==> src/vector_matrix_transform_4x4_core_assert.svh <==
// Assertion macros for the 4x4 vector-matrix transform core.
// Used by the top level; relies on clk and rst_n being in scope.
`ifndef VECTOR_MATRIX_TRANSFORM_4X4_CORE_ASSERT_SVH
`define VECTOR_MATRIX_TRANSFORM_4X4_CORE_ASSERT_SVH

// Implication checked on every rising edge outside reset.
`define VMT_ASSERT_IMP(lbl, ante, cons, msg) \
    lbl: assert property (@(posedge clk) disable iff (!rst_n) (ante) |-> (cons)) \
        else $error(msg);

// Consequence checked in the cycle after the antecedent.
`define VMT_ASSERT_NEXT(lbl, ante, cons, msg) \
    lbl: assert property (@(posedge clk) disable iff (!rst_n) (ante) |=> (cons)) \
        else $error(msg);

`endif

==> src/vmt_pkg.sv <==
// Shared types and constants of the 4x4 vector-matrix transform core.
// No dependencies; imported by every module of the block.
package vmt_pkg;

    localparam int NUM_ROWS   = 4;
    localparam int NUM_COLS   = 4;
    localparam int COMP_W     = 32;
    localparam int COEF_W     = 16;
    localparam int ROW_W      = NUM_COLS * COEF_W;
    localparam int PROD_W     = COMP_W + COEF_W;
    localparam int PAIR_W     = PROD_W + 1;
    localparam int SUM_W      = PROD_W + 2;
    localparam int FRAC_SHIFT = 12;
    localparam int SHIFT_W    = SUM_W - FRAC_SHIFT;
    localparam int INDEX_W    = 2;

    // Register indexes of the configuration port.
    localparam logic [INDEX_W-1:0] REG_MATRIX_ROW_0 = 2'd0;
    localparam logic [INDEX_W-1:0] REG_MATRIX_ROW_1 = 2'd1;
    localparam logic [INDEX_W-1:0] REG_MATRIX_ROW_2 = 2'd2;
    localparam logic [INDEX_W-1:0] REG_MATRIX_ROW_3 = 2'd3;

    // Identity matrix, one Q4.12 one on the diagonal.
    localparam logic [ROW_W-1:0] ROW_0_RESET = 64'h0000_0000_0000_1000;
    localparam logic [ROW_W-1:0] ROW_1_RESET = 64'h0000_0000_1000_0000;
    localparam logic [ROW_W-1:0] ROW_2_RESET = 64'h0000_1000_0000_0000;
    localparam logic [ROW_W-1:0] ROW_3_RESET = 64'h1000_0000_0000_0000;

    localparam logic [COMP_W-1:0] SAT_MAX = 32'h7FFF_FFFF;
    localparam logic [COMP_W-1:0] SAT_MIN = 32'h8000_0000;

    typedef logic [NUM_ROWS-1:0][COMP_W-1:0] vec_t;
    typedef logic [NUM_ROWS-1:0][COEF_W-1:0] coef_col_t;
    typedef logic [NUM_COLS-1:0][SUM_W-1:0]  lane_sums_t;

    // Stage enables of the lane pipeline.
    typedef struct packed {
        logic en_mul;
        logic en_pair;
        logic en_sum;
    } pipe_ctrl_t;

endpackage

==> src/vmt_merge.sv <==
// Merging stage: floor shift and saturation of each lane sum, flag OR,
// and the output register. Depends on vmt_pkg.
module vmt_merge (
    input  logic                   clk,
    input  logic                   load,
    input  vmt_pkg::lane_sums_t    sums,
    output vmt_pkg::vec_t          result,
    output logic                   saturated
);
    import vmt_pkg::*;

    vec_t                      result_next;
    logic [NUM_COLS-1:0]       clamp;
    vec_t                      result_reg;
    logic                      saturated_reg;

    always_comb
    begin
        logic signed [SHIFT_W-1:0] q;
        for (int c = 0; c < NUM_COLS; c++)
        begin
            // Arithmetic shift gives the floor for negative sums.
            q = SHIFT_W'($signed(sums[c]) >>> FRAC_SHIFT);
            // The value fits when every bit above bit 31 equals the sign.
            clamp[c] = (q[SHIFT_W-1:COMP_W-1] != {(SHIFT_W-COMP_W+1){1'b0}}) &&
                       (q[SHIFT_W-1:COMP_W-1] != {(SHIFT_W-COMP_W+1){1'b1}});
            if (!clamp[c])
            begin
                result_next[c] = q[COMP_W-1:0];
            end
            else if (q[SHIFT_W-1])
            begin
                result_next[c] = SAT_MIN;
            end
            else
            begin
                result_next[c] = SAT_MAX;
            end
        end
    end

    always_ff @(posedge clk)
    begin
        if (load)
        begin
            result_reg    <= result_next;
            saturated_reg <= |clamp;
        end
    end

    assign result    = result_reg;
    assign saturated = saturated_reg;

endmodule

==> config.mk <==
export PLATFORM = sky130hd
export DESIGN_NAME = vmt_merge
export DESIGN_NICKNAME = d
export VERILOG_FILES = /design/src/vector_matrix_transform_4x4_core_assert.svh /design/src/vmt_pkg.sv /design/src/vmt_merge.sv
export SDC_FILE = /design/constraint.sdc
export NUM_CORES = 1
export LEC_CHECK = 0
export BUFFER_PORTS_ARGS = -buffer_cell sky130_fd_sc_hd__buf_2
export CORE_AREA = 2 2 128 130
export CTS_BUF_LIST = sky130_fd_sc_hd__clkbuf_4
export DETAILED_ROUTE_END_ITERATION = 12
export DIE_AREA = 0 0 130 132
export HOLD_SLACK_MARGIN = 0.06
export PLACE_DENSITY_LB_ADDON = 0.15
export SYNTH_ARGS = -nofsm -noshare
export SYNTH_HDL_FRONTEND = slang
export SYNTH_SLANG_ARGS = --single-unit
==> constraint.sdc <==
create_clock -name clk -period 1.2 [get_ports clk]
set_input_delay 0.24 -clock clk [delete_from_list [all_inputs] [get_ports clk]]
set_output_delay 0.24 -clock clk [all_outputs]
set_load 0.03 [all_outputs]
---- After elaboration in Yosys (flattened, before gate mapping) ----
Cells that the tools add are included.
storage, ports and cells
  register bits after elaboration ......... 129
  input port bits ......................... 202
cells by class
  eq/ne operators ......................... 4
  multiplexer cells ....................... 8
  reduce and logical (&&, ||, !) cells .... 9
operator list
  operator              count
  $mux W32              8
  $ne A7 B7 Y1 const B  4
  $reduce_bool A7 Y1    4
  $logic_and A1 B1 Y1   4
  $reduce_or A4 Y1      1

---- Depth between registers and ports, before layout ----
Gate-level depths: netlist of the first run.
  depth after elaboration ................. 3
  gate-level depth with buffers ........... 5
  depth with buffers taken out ............ 4

---- Least setup slack after synthesis of the first run ----
OpenSTA, ideal clock, no wires.
  path kind ............................... input to register
  start ................................... input port sums[95] (netlist name)
  end ..................................... register result_reg (netlist bit result[54]), data pin
  library setup time ...................... 0.254 ns
  data arrival time ....................... 1.038 ns
  data required time ...................... 0.946 ns
  setup slack ............................. -0.092 ns
  stages on the path ...................... 5
  path buffers ............................ 1
  cells stage by stage .................... nor4_1 > nand2_1 > nor2b_2 > buf_6 > a21o_1
RTL lines
  what                  line             source
  start, declared       vmt_merge.sv:6   input vmt_pkg::lane_sums_t sums,
  end signal, assigned  vmt_merge.sv:46  result_reg <= result_next;
  end, declared         vmt_merge.sv:14  vec_t result_reg;

---- Worst setup path in the final report of the first run ----
  start ................................... register result_reg (netlist bit result[10])
  end ..................................... output port result[10] (netlist name)
RTL lines
  what           line            source
  end, declared  vmt_merge.sv:7  output vmt_pkg::vec_t result,
No word-level cell between the ends.

==> run metrics, run 1 <==
Final Max Tran Viols=0; Seq/Total Area, Yosys=74.2%; via count=approximately 4400; Syn Inst Count=310; period utilization=113%; P per Cell Area=roughly 1200 nW/um^2; crit-path cells=buf_6; die footprint=17200 sq um; Clk network pwr share=26.3%; layout cells sized above 1=46.6%; clk slew on worst S/H paths=0.12 ns; Slew headroom=52.1%; fin nets=938; Final WS setup=-0.155 ns; syn nets=512; post-synth cell types=13; CTS buffer count=17; H-Tree Depth=4; Crit-path slowest cell=edfxtp_1; max_cap viols=0; CP top delay family=flip-flops; Rows=46; Setup violations, final=129; Setup CP Type=reg2out; Initial Util=roughly a third; Worst EP required=0.96 ns; routed len/inst=16.1 um; placer congestion estimate=just under 0.8; CTS Sinks=129; post-DR vias/cell=4.54; dpl cells=804; status=finished with violations; Routed Antenna Nets=0; area taken by flip-flops and latches=3870 sq um; switching part of the total=28.5%; max reg flops=roughly 130; # IOs=331; die height=between 100 and 150 um; Detailed Route WL=~16000 um; fin util=60.0%; commonest non-fill, non-tap cell in the layout=buf_2; Hold Vio Cnt, Final=0; Pint=7.91 mW; Root Buffer=clkbuf_4; Worst-Margin Slew=0.717 ns; Hold Path End=saturated; die width=130 um; initial antenna violation count=1; max layer used=met4; Final Non-Filler Cells=roughly 970; metal3 WL=1240 um; worst min path class=in2reg; DRT met1 WL=5790 um; Buffers & Inverters on Critical Path=1; area of the multi-input gates=1190 sq um; met2 routed WL=8170 um; combinational fraction of design power=23.6%; unrepaired setup endpoints after global routing=yes; hold_sp=sums[99]; Setup crit start kind=flip-flop; vias in the first global route=4697; total grt overflow=0; leakage=4.45 nW; synthesized area per cell=16.8 sq um; first-pass GRT wire length=between 20000 and 25000 um; Tmin final=1.36 ns; Initial DRC Count=202; CP Max Fanout=1; DP HPWL=a little under 10000 um; NetSw=3.15 mW; CORE AREA=15700 sq um; largest net degree at the start of global routing=39; achievable frequency=around 0.74 GHz; Total GRT Usage=18.3%; DR DRC count=0; Ys Warns=0; Syn Std Cell Area=5220 sq um; #FFs+latches synth=129; crit path capture type=primary output; failing checks=negative setup slack; drt first pass iters=4; Layout area overhead=80.5%; CTS tree=done; number of I/O port buffers=between 200 and 300; most frequent cells in the layout=buf_2, dlygate4sd3_1, buf_6, edfxtp_1, a21o_1; Hold Crit Depth=5; largest stage delay on the critical path=0.43 ns; Arr. time, crit path=1.12 ns; filler instances=1226; Worst VDD drop=660 uV; Seq pwr share=50.2%; CTS Buffer Depth=2; setup bufs post-CTS=0
==> cell usage after synthesis <==
library cell / n / area [sq um]
nand4_1: 5 / 31.3
edfxtp_1: 129 / 3870
nor2b_4: 1 / 13.8
nor4_1: 4 / 25.0
buf_6: 15 / 169
nand2_1: 4 / 15.0
nor3_1: 4 / 20.0
clkbuf_1: 4 / 15.0
a21o_1: 124 / 931
buf_2: 9 / 45.0
o21ai_2: 4 / 35.0
nor2b_2: 3 / 26.3
nand3_1: 4 / 20.0
==> what timing repair did <==
action                     CTS  global route
hold endpoints to repair   133             0
setup endpoints to repair  129           129
hold buffers               129             0
gates resized for setup    258             0
==> routing by layer <==
metal,vias to the layer above,GRT usage [%]
li1,2057,-
met1,2113,19.1
met2,197,32.4
met3,21,7.39
met4,0,6.87
met5,-,0
==> stage by stage <==
stage	TNS [ns]	setup slack, ns	area (sq um)	hold WS, ns	total power, mW
after global routing	-28.66	-0.272	9420	0.279	11.6
after global placement	-24.20	-0.240	7040	0.485	7.38
final	-14.40	-0.155	9420	0.344	11.1
after floorplan	-4.45	-0.0371	5300	0.352	6.62
after CTS	-24.33	-0.236	9420	0.270	11.2
after detailed placement	-27.19	-0.257	7040	0.490	7.41
==> worst max-delay path by stage <==
stage | endpoint | startpoint | slack (ns) | cells past startpoint
6_report | result[10] | result[10] | -0.16 | 1
2_1_floorplan | result[125] | sums[198] | -0.04 | 5
3_5_place_dp | result[94] | sums[145] | -0.26 | 6
4_1_cts | result[10] | result[10] | -0.24 | 1
5_1_grt | result[10] | result[10] | -0.27 | 1
3_3_place_gp | saturated | sums[199] | -0.24 | 6
==> layout make-up <==
type,count,share of cell area [%]
Multi-Input combinational cell,153,12.7
Clock inverter,14,1.50
Antenna cell,1,0.0266
Sequential cell,129,41.1
Timing Repair Buffer,435,40.4
Tap cell,216,2.87
Clock buffer,18,1.43
==> power by group through the flow <==
| stage | Combinational (mW) | Clock, mW | Sequential [mW] |
|---|---|---|---|
| after CTS | 2.60 | 3.04 | 5.54 |
| after floorplan | 0.304 | 0 | 6.32 |
| after global routing | 2.74 | 3.26 | 5.58 |
| final | 2.61 | 2.91 | 5.54 |
| after detailed placement | 1.86 | 0 | 5.55 |
| after global placement | 1.83 | 0 | 5.54 |
==> cell families after synthesis <==
logic type / count (synthesis) / synth area share [%]
simple gates: 25 / 2.90
buf+inv: 28 / 4.39
flops: 129 / 74.2
compound gates: 128 / 18.5
No activity file was read; power rests on OpenSTA's default activity.
==> run 2, diff against run 1 <==
--- a/config.mk
+++ b/config.mk
@@ -6,10 +6,10 @@
 export NUM_CORES = 1
 export LEC_CHECK = 0
 export BUFFER_PORTS_ARGS = -buffer_cell sky130_fd_sc_hd__buf_2
-export CORE_AREA = 2 2 128 130
+export CORE_AREA = 4 4 127 129
 export CTS_BUF_LIST = sky130_fd_sc_hd__clkbuf_4
 export DETAILED_ROUTE_END_ITERATION = 12
-export DIE_AREA = 0 0 130 132
+export DIE_AREA = 0 0 131 133
 export HOLD_SLACK_MARGIN = 0.06
 export PLACE_DENSITY_LB_ADDON = 0.15
 export SYNTH_ARGS = -nofsm -noshare
==> run 2 against run 1 <==
Critical endpoint is now result[81]. Highest routed layer unchanged. Critical path type unchanged. Largest power group unchanged. Power increased by 2.8%. The flow still finishes with violations (negative setup slack). Die area increased by 1.5%. Cell area decreased by 0.46%.
==> run metrics, run 2 (synthesis results as in run 1) <==
clk slew on worst S/H paths=0.13 ns (about the same); most frequent cells in the layout=buf_2, dlygate4sd3_1, buf_6, edfxtp_1, a21o_1; post-DR vias/cell=4.75 (+4.5%); initial antenna violation count=0 (-1); Setup TNS=-15.19 ns (-0.788 ns); crit path capture type=primary output; Initial DRC Count=241 (+19%); leakage=4.45 nW (+0.15%); max reg flops=128 (unchanged); fin nets=935 (-0.32%); failing checks=negative setup slack; achievable frequency=0.730 GHz (-1.0%); filler instances=1094 (-11%); DR DRC count=0 (unchanged); vias in the first global route=4848 (+3.2%); period utilization=114% (+1.2 points); die footprint=17400 sq um (+1.5%); Tmin final=1.37 ns (+0.0141 ns); dpl cells=773 (-3.9%); number of I/O port buffers=282 (unchanged); via count=4433 (+1.0%); area of the multi-input gates=1190 sq um (unchanged); # diodes=0 (-1); Arr. time, crit path=1.13 ns (about the same); Final WS setup=-0.170 ns (-0.0141 ns); Detailed Route WL=16300 um (+5.2%); Slew headroom=50.4% (-1.7 points); drt first pass iters=4 (unchanged); Layout area overhead=79.6%; largest stage delay on the critical path=0.43 ns (about the same); # IOs=331 (unchanged); CP top delay family=flip-flops; Seq pwr share=48.8% (-1.4 points); crit-path cells=buf_6; Root Buffer=clkbuf_4; Buffers & Inverters on Critical Path=1 (unchanged); CTS buffer count=17 (unchanged); first-pass GRT wire length=24700 um (+3.1%); die height=133 um (+0.76%); commonest non-fill, non-tap cell in the layout=buf_2; Setup violations, final=129 (unchanged); Setup CP Type=reg2out; DP HPWL=10200 um (+2.6%); Pint=8.29 mW (+4.9%); Worst EP required=0.96 ns (about the same); Hold Vio Cnt, Final=0 (unchanged); P per Cell Area=1210 nW/um^2 (+3.2%); CORE AREA=15000 sq um (-4.3%); unrepaired setup endpoints after global routing=yes; largest net degree at the start of global routing=47 (+21%); Final Non-Filler Cells=934 (-3.3%); layout cells sized above 1=46.0% (-0.62 points); Crit-path slowest cell=edfxtp_1; total grt overflow=0 (unchanged); status=finished with violations; CTS Sinks=129 (unchanged); Final Max Tran Viols=0 (unchanged); area taken by flip-flops and latches=3870 sq um (unchanged); CTS Buffer Depth=2 (unchanged); Total GRT Usage=18.6% (+0.35 points); Rows=45 (-2.2%); die width=131 um (+0.77%); Worst VDD drop=1150 uV (+74%); Initial Util=34.7% (+1.5 points); routed len/inst=17.5 um (+8.8%); combinational fraction of design power=22.9% (-0.7 points); NetSw=3.07 mW (-2.5%); Clk network pwr share=28.2% (+1.9 points); Worst-Margin Slew=0.742 ns (+0.0256 ns); placer congestion estimate=0.744 (-5.3%); Routed Antenna Nets=0 (unchanged); CTS tree=done; switching part of the total=27.0% (-1.5 points); max_cap viols=0 (unchanged); worst min path class=in2reg; CP Max Fanout=1 (unchanged); H-Tree Depth=4 (unchanged); Setup crit start kind=flip-flop
run 2: cell count changes in the layout (fill, tap and decap cells not counted), sizes merged:
cell	change
bufinv	+2
diode	-1
buf	-3
clkinvlp	-4
inv	-1
clkinv	+3
run 2: layer usage:
metal,vias up,global-route usage [%],share of wire (%)
li1,2055,-,-
met1,2145,18.7,35
met2,201,33.5,54
met3,32,7.87,8.8
met4,0,6.97,2.6
met5,-,0,0
run 2: metrics by stage:
| stage | total power, mW | setup slack [ns] | area [sq um] | util, % | hold slack, ns |
|---|---|---|---|---|---|
| after floorplan | 6.62 | -0.0371 | 5300 | - | 0.352 |
| after global placement | 7.38 | -0.213 | 6970 | 46.4 | 0.510 |
| after detailed placement | 7.40 | -0.244 | 6970 | 46.4 | 0.511 |
| after CTS | 11.5 | -0.236 | 9380 | 62.4 | 0.248 |
| after global routing | 11.9 | -0.291 | 9380 | 62.4 | 0.297 |
| final | 11.4 | -0.170 | 9380 | 62.4 | 0.335 |
run 2: path summary, 6_finish.rpt:
path              startpoint         end  slack, ns  cells after the start
hold / removal     sums[195]   saturated       0.33                      5
setup / recovery  result[81]  result[81]      -0.17                      1
run 2: tightest hold or removal path: stages:
cell and delay, ns:
buf_2 0.11, nand3_1 0.08, o21ai_2 0.09, buf_12 0.15, nand4_1 0.08
run 2: timing repair:
item,4_1_cts,5_1_grt
hold buffers,129,0
endpoints found under the setup margin,129,129
gates resized for setup,258,0
endpoints found under the hold margin,130,0
buffers inserted,0,0
cloned,0,0
run 2: power groups by stage:
stage	Clock [mW]	Combinational (mW)	Sequential [mW]
2_1_floorplan	0	0.304	6.32
3_3_place_gp	0	1.83	5.54
3_5_place_dp	0	1.85	5.55
4_1_cts	3.34	2.59	5.55
5_1_grt	3.55	2.74	5.58
6_report	3.21	2.61	5.55
run 2: layout make-up:
cell class | instances | share of cell area (%)
tap | 188 | 2.51
clock inverter | 14 | 1.81
multi-input combinational | 153 | 12.7
clock buffer | 18 | 1.44
timing repair buffer | 432 | 40.2
sequential | 129 | 41.3
